--- src/rtl/mtbi_pkg.sv ---
// ----------------------------------------------------------------------------
// mtbi_pkg
// Types, register indexes and scoring helpers shared by the best-interval
// trimmer.
// ----------------------------------------------------------------------------
package mtbi_pkg;

   localparam int POS_W   = 16;
   localparam int SCORE_W = 24;
   localparam int CFG_W   = 8;
   localparam int PROD_W  = POS_W + CFG_W;
   localparam int SUM_W   = ((PROD_W > SCORE_W) ? PROD_W : SCORE_W) + 1;

   localparam logic [POS_W-1:0]   POS_MAX   = '1;
   localparam logic [SCORE_W-1:0] SCORE_MAX = '1;

   typedef enum logic [1:0] {
      CSR_MATCH_SCORE       = 2'd0,
      CSR_MISMATCH_PENALTY  = 2'd1,
      CSR_END_BONUS         = 2'd2
   } csr_index_type;

   typedef struct packed {
      logic [POS_W-1:0] read_start;
      logic [POS_W-1:0] read_end;
      logic             left_is_full;
      logic             right_is_full;
      logic [POS_W-1:0] mismatch_pos;
      logic             first_mismatch;
      logic             last_mismatch;
   } req_type;

   typedef struct packed {
      logic [POS_W-1:0]   best_start;
      logic [POS_W-1:0]   best_end;
      logic [SCORE_W-1:0] peak_score;
      logic               was_trimmed;
      logic               left_full_out;
      logic               right_full_out;
   } rsp_type;

   typedef struct packed {
      logic [CFG_W-1:0] match_score;
      logic [CFG_W-1:0] mismatch_penalty;
      logic [CFG_W-1:0] end_bonus;
   } cfg_type;

   typedef struct packed {
      logic [POS_W-1:0]   cur_start;
      logic [POS_W-1:0]   cur_end;
      logic [SCORE_W-1:0] cur_score;
      logic [POS_W-1:0]   best_start;
      logic [POS_W-1:0]   best_end;
      logic [SCORE_W-1:0] peak_score;
      logic [POS_W-1:0]   saved_start;
      logic               saved_left_full;
   } state_type;

   // Saturating add of a score and a match-run product.
   function automatic logic [SCORE_W-1:0] sat_add(input logic [SCORE_W-1:0] a,
                                                  input logic [PROD_W-1:0]  b);
      logic [SUM_W-1:0] sum;
      sum = SUM_W'(a) + SUM_W'(b);
      return (sum > SUM_W'(SCORE_MAX)) ? SCORE_MAX : sum[SCORE_W-1:0];
   endfunction

   // Offset just after a position, held at the top of the range.
   function automatic logic [POS_W-1:0] sat_inc(input logic [POS_W-1:0] p);
      return (p == POS_MAX) ? p : p + POS_W'(1);
   endfunction

   // Length of the match run from end e up to p; zero when p is behind.
   function automatic logic [POS_W-1:0] run_len(input logic [POS_W-1:0] p,
                                                input logic [POS_W-1:0] e);
      return (p > e) ? p - e : '0;
   endfunction

   // Candidate beats the best: higher score, or equal nonzero and longer.
   function automatic logic is_better(input logic [POS_W-1:0]   c_start,
                                      input logic [POS_W-1:0]   c_end,
                                      input logic [SCORE_W-1:0] c_score,
                                      input logic [POS_W-1:0]   b_start,
                                      input logic [POS_W-1:0]   b_end,
                                      input logic [SCORE_W-1:0] b_score);
      logic [POS_W-1:0] c_len;
      logic [POS_W-1:0] b_len;
      c_len = c_end - c_start;
      b_len = b_end - b_start;
      return (c_score > b_score) ||
             ((c_score != '0) && (c_score == b_score) && (c_len > b_len));
   endfunction

endpackage

--- src/rtl/mtbi_step.sv ---
// ----------------------------------------------------------------------------
// mtbi_step
// Next-state and result logic for one mismatch item of the trimmer.
// ----------------------------------------------------------------------------
module mtbi_step (
   input  mtbi_pkg::state_type state,
   input  mtbi_pkg::cfg_type   cfg,
   input  mtbi_pkg::req_type   item,
   output mtbi_pkg::state_type state_next,
   output mtbi_pkg::rsp_type   result
);
   import mtbi_pkg::*;

   logic [POS_W-1:0]   a_start;
   logic [POS_W-1:0]   a_end;
   logic [SCORE_W-1:0] a_score;
   logic [POS_W-1:0]   len1;
   logic [POS_W-1:0]   e1;
   logic [PROD_W-1:0]  prod1;
   logic [SCORE_W-1:0] s1;
   logic [POS_W-1:0]   b1_start;
   logic [POS_W-1:0]   b1_end;
   logic [SCORE_W-1:0] b1_score;
   logic               absorb;
   logic [POS_W-1:0]   inc_e1;
   logic [POS_W-1:0]   inc_p;
   logic [POS_W-1:0]   st2;
   logic [POS_W-1:0]   e2;
   logic [SCORE_W-1:0] s2;
   logic [PROD_W-1:0]  prod_abs;
   logic [PROD_W-1:0]  prod_rst;
   logic [POS_W-1:0]   e3;
   logic [SCORE_W-1:0] s3_run;
   logic [SCORE_W-1:0] s3;
   logic [POS_W-1:0]   b2_start;
   logic [POS_W-1:0]   b2_end;
   logic [SCORE_W-1:0] b2_score;
   logic [POS_W-1:0]   saved_start;
   logic               saved_left;

   // Open a new interval on the first mismatch, else continue.
   assign saved_start = item.first_mismatch ? item.read_start : state.saved_start;
   assign saved_left  = item.first_mismatch ? item.left_is_full : state.saved_left_full;
   assign a_start     = item.first_mismatch ? item.read_start : state.cur_start;
   assign a_end       = item.first_mismatch ? item.read_start : state.cur_end;
   assign a_score     = item.first_mismatch ?
                        (item.left_is_full ? SCORE_W'(cfg.end_bonus) : '0) :
                        state.cur_score;

   // Match run up to the mismatch.
   assign len1  = run_len(item.mismatch_pos, a_end);
   assign e1    = (item.mismatch_pos > a_end) ? item.mismatch_pos : a_end;
   assign prod1 = PROD_W'(len1) * PROD_W'(cfg.match_score);
   assign s1    = sat_add(a_score, prod1);

   always_comb begin
      if (item.first_mismatch ||
          is_better(a_start, e1, s1, state.best_start, state.best_end, state.peak_score)) begin
         b1_start = a_start;
         b1_end   = e1;
         b1_score = s1;
      end else begin
         b1_start = state.best_start;
         b1_end   = state.best_end;
         b1_score = state.peak_score;
      end
   end

   // Absorb the mismatch or restart after it.
   assign absorb = (s1 >= SCORE_W'(cfg.mismatch_penalty));
   assign inc_e1 = sat_inc(e1);
   assign inc_p  = sat_inc(item.mismatch_pos);
   assign st2    = absorb ? a_start : inc_p;
   assign e2     = absorb ? inc_e1 : inc_p;
   assign s2     = absorb ? s1 - SCORE_W'(cfg.mismatch_penalty) : '0;

   // Closing run to read_end; both candidate lengths go in parallel.
   assign prod_abs = PROD_W'(run_len(item.read_end, inc_e1)) * PROD_W'(cfg.match_score);
   assign prod_rst = PROD_W'(run_len(item.read_end, inc_p)) * PROD_W'(cfg.match_score);
   assign e3       = (item.read_end > e2) ? item.read_end : e2;
   assign s3_run   = sat_add(s2, absorb ? prod_abs : prod_rst);
   assign s3       = item.right_is_full ?
                     sat_add(s3_run, PROD_W'(cfg.end_bonus)) : s3_run;

   always_comb begin
      if (is_better(st2, e3, s3, b1_start, b1_end, b1_score)) begin
         b2_start = st2;
         b2_end   = e3;
         b2_score = s3;
      end else begin
         b2_start = b1_start;
         b2_end   = b1_end;
         b2_score = b1_score;
      end
   end

   always_comb begin
      state_next.saved_start     = saved_start;
      state_next.saved_left_full = saved_left;
      state_next.cur_start       = st2;
      if (item.last_mismatch) begin
         state_next.cur_end    = e3;
         state_next.cur_score  = s3;
         state_next.best_start = b2_start;
         state_next.best_end   = b2_end;
         state_next.peak_score = b2_score;
      end else begin
         state_next.cur_end    = e2;
         state_next.cur_score  = s2;
         state_next.best_start = b1_start;
         state_next.best_end   = b1_end;
         state_next.peak_score = b1_score;
      end
   end

   always_comb begin
      result.best_start     = b2_start;
      result.best_end       = b2_end;
      result.peak_score     = b2_score;
      result.was_trimmed    = 1'b1;
      result.left_full_out  = saved_left;
      result.right_full_out = item.right_is_full;
      if ((b2_start == saved_start) && (b2_end == item.read_end)) begin
         result.was_trimmed = 1'b0;
      end else if (b2_end == b2_start) begin
         result.peak_score     = '0;
         result.left_full_out  = 1'b0;
         result.right_full_out = 1'b0;
      end else begin
         if (b2_start > saved_start) begin
            result.left_full_out = 1'b0;
         end
         if (b2_end < item.read_end) begin
            result.right_full_out = 1'b0;
         end
      end
   end

endmodule

--- src/rtl/mismatch_trim_best_interval.sv ---
// ----------------------------------------------------------------------------
// mismatch_trim_best_interval
// Trims a gapless read alignment to its best-scoring sub-interval.
// ----------------------------------------------------------------------------
// Send the mismatch offsets of an alignment in ascending order, one item each,
// with first_mismatch on the opening item and last_mismatch on the closing
// one; only the closing item returns a result (best interval, score, trimmed
// flag and updated full flags). The block takes one item per clock unless a
// closing item is held: an item is first held in the input register, then the
// scoring logic updates the running and best interval and loads the result
// register, where the result of a closing item is then valid. The per-item
// state update is combinational (match-run multiply, saturating add, compare
// and select), which sets the one-item-per-cycle rate.
// Items that close no alignment keep flowing while a result waits on
// rsp_ready; a closing item holds in the input register until the result
// register frees. Write the scoring registers only while the block is idle.
module mismatch_trim_best_interval (
   input  logic                  clock,
   input  logic                  reset,
   input  logic                  req_valid,
   output logic                  req_ready,
   input  mtbi_pkg::req_type     req_data,
   output logic                  rsp_valid,
   input  logic                  rsp_ready,
   output mtbi_pkg::rsp_type     rsp_data,
   input  logic                  csr_valid,
   output logic                  csr_ready,
   input  logic [1:0]            csr_index,
   input  logic [mtbi_pkg::CFG_W-1:0] csr_wdata
);
   import mtbi_pkg::*;

   // Input register
   logic      in_valid_ff;
   req_type   in_item_ff;
   // Scoring state and configuration
   state_type state_ff;
   state_type state_in;
   cfg_type   cfg_ff;
   // Result register
   logic      rsp_valid_ff;
   rsp_type   rsp_data_ff;
   rsp_type   step_result;
   // Handshake control
   logic      rsp_free;
   logic      advance;

   // The result slot frees when it is empty or being taken this cycle.
   assign rsp_free  = !rsp_valid_ff || rsp_ready;
   // Advance the held item unless it closes an alignment and the slot is busy.
   assign advance   = in_valid_ff && (!in_item_ff.last_mismatch || rsp_free);
   assign req_ready = !in_valid_ff || advance;
   assign csr_ready = 1'b1;
   assign rsp_valid = rsp_valid_ff;
   assign rsp_data  = rsp_data_ff;

   mtbi_step u_step (
      .state      (state_ff),
      .cfg        (cfg_ff),
      .item       (in_item_ff),
      .state_next (state_in),
      .result     (step_result)
   );

   // Input register: load on accept, drop once the item advances.
   always_ff @(posedge clock) begin
      if (reset) begin
         in_valid_ff <= 1'b0;
      end else if (req_ready) begin
         in_valid_ff <= req_valid;
      end
   end

   always_ff @(posedge clock) begin
      if (req_valid && req_ready) begin
         in_item_ff <= req_data;
      end
   end

   // Running and best interval advance with each item.
   always_ff @(posedge clock) begin
      if (reset) begin
         state_ff <= '0;
      end else if (advance) begin
         state_ff <= state_in;
      end
   end

   // Result register: fill on a closing item, clear when taken.
   always_ff @(posedge clock) begin
      if (reset) begin
         rsp_valid_ff <= 1'b0;
      end else if (advance && in_item_ff.last_mismatch) begin
         rsp_valid_ff <= 1'b1;
      end else if (rsp_ready) begin
         rsp_valid_ff <= 1'b0;
      end
   end

   always_ff @(posedge clock) begin
      if (advance && in_item_ff.last_mismatch) begin
         rsp_data_ff <= step_result;
      end
   end

   // Scoring registers; unknown indexes are ignored.
   always_ff @(posedge clock) begin
      if (reset) begin
         cfg_ff.match_score      <= CFG_W'(1);
         cfg_ff.mismatch_penalty <= CFG_W'(4);
         cfg_ff.end_bonus        <= CFG_W'(5);
      end else if (csr_valid && csr_ready) begin
         unique case (csr_index)
            CSR_MATCH_SCORE:      cfg_ff.match_score      <= csr_wdata;
            CSR_MISMATCH_PENALTY: cfg_ff.mismatch_penalty <= csr_wdata;
            CSR_END_BONUS:        cfg_ff.end_bonus        <= csr_wdata;
            default: begin
            end
         endcase
      end
   end

`ifndef NO_ASSERTIONS
   // An interval never ends before it starts.
   assert property (@(posedge clock) disable iff (reset)
      (state_ff.cur_end >= state_ff.cur_start) && (state_ff.best_end >= state_ff.best_start))
      else $error("interval end below its start");

   // An empty best interval reports score 0 and both full flags clear.
   assert property (@(posedge clock) disable iff (reset)
      rsp_valid_ff && (rsp_data_ff.best_end == rsp_data_ff.best_start) &&
      rsp_data_ff.was_trimmed |->
      (rsp_data_ff.peak_score == '0) && !rsp_data_ff.left_full_out &&
      !rsp_data_ff.right_full_out)
      else $error("empty interval with nonzero score or flags");

   // An item that closes no alignment never raises a result.
   assert property (@(posedge clock) disable iff (reset)
      advance && !in_item_ff.last_mismatch |=> !$rose(rsp_valid_ff))
      else $error("result from a non-closing item");

   // A closing item never overwrites a result that has not been taken.
   assert property (@(posedge clock) disable iff (reset)
      rsp_valid_ff && !rsp_ready |-> !(advance && in_item_ff.last_mismatch))
      else $error("pending result overwritten");
`endif

endmodule

--- config.mk ---
export PLATFORM = sky130hd
export DESIGN_NAME = mismatch_trim_best_interval
export DESIGN_NICKNAME = d
export VERILOG_FILES = /design/src/rtl/mtbi_pkg.sv /design/src/rtl/mtbi_step.sv /design/src/rtl/mismatch_trim_best_interval.sv
export SDC_FILE = /design/constraint.sdc
export NUM_CORES = 2
export LEC_CHECK = 0
export BUFFER_PORTS_ARGS = -buffer_cell sky130_fd_sc_hd__buf_2
export CORE_MARGIN = 2
export CORE_UTILIZATION = 59
export DETAILED_ROUTE_END_ITERATION = 6
export GPL_TIMING_DRIVEN = 0
export PLACE_DENSITY = 0.79
export SYNTH_ARGS = -nofsm -noshare
export SYNTH_HDL_FRONTEND = slang
export SYNTH_SLANG_ARGS = --single-unit
--- constraint.sdc ---
create_clock -name clock -period 25.2 [get_ports clock]
set_input_delay 1.26 -clock clock [delete_from_list [all_inputs] [get_ports clock]]
set_output_delay 1.26 -clock clock [all_outputs]
set_load 0.01 [all_outputs]
Word level (Yosys, flattened, before mapping)
Index checks and enable logic that the tools add are counted.
{"block": "op_classes", "n_eq_ne": 9, "mux": 37, "add_sub_neg": 13, "mul": 3, "reduce_logical": 24, "order_cmp": 14}
{"operator": "$mux 24", "count": 11}
{"operator": "$mux 16", "count": 16}
{"operator": "$gt 16x16->1", "count": 7}
{"operator": "$sub 16x16->16", "count": 7}
{"operator": "$mux 96", "count": 1}
{"operator": "$gt 25x24->1 const B", "count": 3}
{"operator": "$mul 16x8->24", "count": 3}
{"operator": "$add 24x24->25", "count": 2}
{"operator": "$eq 16x16->1", "count": 3}
{"operator": "$eq 24x24->1", "count": 2}
{"operator": "$gt 24x24->1", "count": 2}
{"operator": "$reduce_bool 24->1", "count": 2}
{"operator": "$add 16x1->16 const B", "count": 2}
{"operator": "$eq 16x16->1 const B", "count": 2}
{"operator": "$add 24x8->25", "count": 1}
{"operator": "$ge 24x8->1", "count": 1}
{"operator": "$sub 24x8->24", "count": 1}
{"operator": "$lt 16x16->1", "count": 1}
{"operator": "$logic_and 1x1->1", "count": 8}
{"operator": "$mux 8", "count": 1}
{"operator": "$logic_or 1x1->1", "count": 6}
{"operator": "$mux 1", "count": 6}
{"operator": "$reduce_and 2->1", "count": 3}
{"operator": "$mux 2", "count": 2}
{"operator": "5 further kinds", "count": 7}
{"block": "totals", "elab_cells": 126, "in_bits": 67, "out_inout_bits": 62, "ff_bits": 266}

Logic depth before layout (Yosys ltp)
{"block": "depth", "depth_word": 25, "mapped_depth": 110, "mapped_depth_nobuf": 99}

Hierarchy
A second synthesis with hierarchy kept.
{"block": "hier_totals", "hier_cells": 4903, "area_unflattened_um2": 40392.5}
{"mod": "mtbi_step", "cells_per_inst": 4138, "instances": 1, "area_each_um2": 30352.9, "seq_area_each_um2": 0.0}
{"mod": "mismatch_trim_best_interval", "cells_per_inst": 765, "instances": 1, "area_each_um2": 10039.6, "seq_area_each_um2": 6436.2}

Worst setup path before layout
OpenSTA, ideal clock, no wires.
{"block": "synth_timing", "path_type": "register to register", "startpoint": "register in_item_ff[1] (netlist bit)", "endpoint": "register rsp_data_ff, in the netlist rsp_data[1] (data pin)", "stages_incl_launch_ff": 98, "setup_ns": 0.146, "arrival_ns": 20.657, "setup_slack_ns": 4.397, "required_ns": 25.054, "synth_period_minus_slack_ns": 20.803, "path_buffers": 22, "cell_sequence": "edfxtp_1 > clkbuf_1 > buf_2 > buf_1 > buf_2 > mux2i_1 > ha_1 > nand4_1 > nor4_1 > nor3_1 > and3_1 > clkbuf_1 > nor2_1 > buf_2 > buf_4 > clkbuf_1 > clkbuf_1 > clkbuf_1 > [62 not listed] > nor4_1 > a31oi_2 > buf_4 > mux2_2 > ha_1 > nor2b_1 > o21a_1 > o21ai_0 > nand2b_1 > a21oi_1 > nor2b_1 > o21ai_0 > nand2b_1 > a21oi_1 > nor3_1 > a2111oi_0 > o221ai_1 > a21oi_1"}
{"item": "start, declared", "line_no": "mismatch_trim_best_interval.sv:35", "text": "req_type in_item_ff;"}
{"item": "start signal, assigned", "line_no": "mismatch_trim_best_interval.sv:76", "text": "in_item_ff <= req_data;"}
{"item": "end signal, assigned", "line_no": "mismatch_trim_best_interval.sv:102", "text": "rsp_data_ff <= step_result;"}
{"item": "end, declared", "line_no": "mismatch_trim_best_interval.sv:42", "text": "rsp_type rsp_data_ff;"}

==> metrics.md <==
| Metric | Value |
|---|---|
| Nature of the critical path startpoint | register |
| Crit. End Element | register |
| Final hold violations | 0 |
| Worst min-delay path class | register to register |
| DR WL/cell | 26.5 µm |
| Synth-to-Final Area Change | 8.71% |
| Clock Path Buffers | 3 |
| VDD IR-drop max | 0.000421 V |
| Placed wire-length estimate | 131000 µm |
| Measured slew at the worst slew-check pin | 1.40 ns |
| Yosys cell types | 107 |
| Critical-path top delay cell | nor4_2 |
| Maxcap violations | 0 |
| Final cell count without fillers | 6019 |
| First-pass GRT wire length | 233000 µm |
| Final slew viol count | 0 |
| Outcome | completed |
| Clock Skew | 0.0389 ns |
| Root Driver | clkbuf_16 |
| DR vias/cell | 6.56 |
| Sequential share of the synthesized area | 16.5% |
| I/O pin cnt | 129 |
| Placer Congestion | 1.08 |
| Via count | 39.5k |
| Fmax | 41.4 MHz |
| Final setup fails | 0 |
| Post-Syn Area | 39100 µm² |
| Synth area leader | fa_1 |
| Final Routed Wirelength | 160000 µm |
| Ranking of synthesized cells by area | fa_1 (15%), ha_1 (13%), edfxtp_1 (8.5%) |
| Clk sink count | 266 |
| Post-synth EDFFs | 111 |
| Gr ovfl total | 0 |
| Die area | 68300 µm² |
| Worst-Skew Late Latency | 0.59 ns |
| Die width | 261 µm |
| Total power | 6.34 mW |
| Clock transition at path regs | 0.06 ns |
| Synth top area share | 14.6% |
| Min cycle time layout | 24.17 ns |
| Die Ht | 261 µm |
| Static Leak | 19.4 nW |
| CP arrival | 24.57 ns |
| Main flop type after synthesis | dfxtp_1 |
| Worst EP required | 25.60 ns |
| 1st-iter DRT viols | 5124 |
| DRC violations left | 0 |
| CTS tree | done |
| FFs w/ async S/R, synth | 0% |
| Initial antenna violation count | 1 |
| Cells after DPL | 5945 |
| Vias in the first global route | 36.5k |
| Buffers on Ports | 126 |
| Total GRT Usage | 46.0% |
| Yosys reg bits | 266 |
| Pre-antenna DRT Iters | 6 |
| Ys Warns | 0 |
| Tcrit/Tclk final | 95.9% |
| H-Tree Depth | 2 |
| Hold_buf cts | 0 |
| Fraction of layout cells with a size suffix above 1 | 7.88% |
| Initial cell density of the core | 59.6% |
| Syn nets | 5713 |
| Post-synthesis instance total | 4951 |
| Worst rel slew slack | 4.06% |
| Crit path kind | register to register |
| Max incr delay on CP | 0.70 ns |
| Pin count of the biggest net entering global routing | 33 |
| ANT nets after route | 0 |
| Critical path peak fanout | 28 |
| Layout Nets | 5888 |
| Core area | 65600 µm² |
| Syn_area_per_cell | 7.90 µm² |
| CTS Buf Count | 34 |
| # rows | 94 |
| P per Cell Area | 149 nW/µm² |
[path summary, 6_finish.rpt]
check	endpoint	depth (start not counted)	start	slack, ns
max	rsp_data[0]$_DFFE_PP_	89	in_item_ff[1]$_DFFE_PP_	1.03
min	state_ff[119]$_SDFFE_PP0P_	2	state_ff[119]$_SDFFE_PP0P_	0.46
max reg2reg	rsp_data[0]$_DFFE_PP_	89	in_item_ff[1]$_DFFE_PP_	1.03
min reg2reg	state_ff[119]$_SDFFE_PP0P_	2	state_ff[119]$_SDFFE_PP0P_	0.46
[synthesized netlist by cell type, types with 22 or more instances]
cell type and count:
o21ai_0 253, edfxtp_1 111, nand2b_1 70, nor2b_1 56
nand4_1 67, nor2_1 378, xnor2_1 128, a21o_1 85
a31oi_1 29, xor2_1 69, ha_1 410, mux2i_1 124
and3_1 32, a21oi_1 345, or2_2 22, o211ai_1 31
mux2_2 25, dfxtp_1 155, or3_1 35, a211oi_1 85
a21boi_0 38, inv_1 596, nand2_1 489, clkbuf_1 186
nor3_1 280, buf_2 26, fa_1 285, nor4_1 42
o21a_1 61, nand3_1 92
[sequential cells by signal (all words and copies together), names as in the netlist]
register     flops
rsp_data        59
in_item_ff      52
cfg_ff          24
state_ff       129
rsp_valid        1
in_valid_ff      1
[metal layers]
metal | vias to the layer above | track usage (%) | wire [µm]
met5 | - | 0 | 0
met4 | 0 | 23.3 | 10400
met3 | 513 | 12.4 | 21800
met2 | 2714 | 66.0 | 64300
met1 | 18700 | 63.4 | 63300
li1 | 17500 | - | -
[cell families after synthesis]
logic type / count (synthesis) / share of synthesized area (%)
adder cells (fa/ha/maj): 695 / 27.7
multiplexers: 150 / 3.93
XOR/XNOR: 201 / 4.63
AND/OR/NAND/NOR: 1655 / 20.2
buffers and inverters: 839 / 8.32
flip-flops: 266 / 16.5
other: 1 / 0.00959
AO/OA/AOI/OAI: 1144 / 18.7
[through the flow]
stage	utilization [%]	hold slack [ns]	instance area, µm²	worst slack, ns	setup TNS (ns)
floorplan	-	0.429	39100	4.40	0
global placement	62.2	0.440	40800	-3.88	-153.27
detailed placement	62.3	0.444	40900	-3.64	-163.08
CTS	64.3	0.455	42200	0.0602	0
global route	64.8	0.466	42500	-0.0592	-0.0592
finish	64.8	0.456	42500	1.03	0
[power breakdown]
part | internal (mW) | leakage, nW | total (mW) | switching, mW
clock | 0.304 | 0.575 | 0.528 | 0.224
sequential | 0.582 | 2.33 | 0.632 | 0.0496
combinational | 1.82 | 16.5 | 5.18 | 3.36
[cells in the final DEF (no fill, tap or decap), types with 153 or more instances in the layout]
cell type / n
a21oi_1: 343
buf_2: 153
clkbuf_1: 169
dfxtp_1: 155
fa_1: 285
ha_1: 409
inv_1: 596
nand2_1: 487
nor2_1: 372
nor3_1: 279
o21ai_0: 246
[final cells by class]
type / count / area [µm²]
fill: 5850 / 23100
multi-input combinational: 3846 / 29700
sequential: 266 / 6440
timing repair buffer: 146 / 821
buffer: 234 / 1030
clock buffer: 44 / 955
tap: 864 / 1080
antenna: 3 / 7.51
clock inverter: 18 / 215
inverter: 598 / 2240
[repair_timing]
item / CTS / global route
setup buffers: 0 / 15
pin swaps: 0 / 5
gates resized for setup: 36 / 65
endpoints found under the setup margin: 115 / 40
[critical path, delay by kind of cell, from the launching register on]
| kind | cells | cell delay, ns |
|---|---|---|
| AOI/OAI and AO/OA | 17 | 4.71 |
| adders and majority gates | 12 | 4.68 |
| buffers and inverters | 25 | 5.22 |
| DFF | 1 | 0.44 |
| muxes | 2 | 0.91 |
| and+or+nand+nor | 33 | 7.90 |
(Power assumes the default switching activity.)
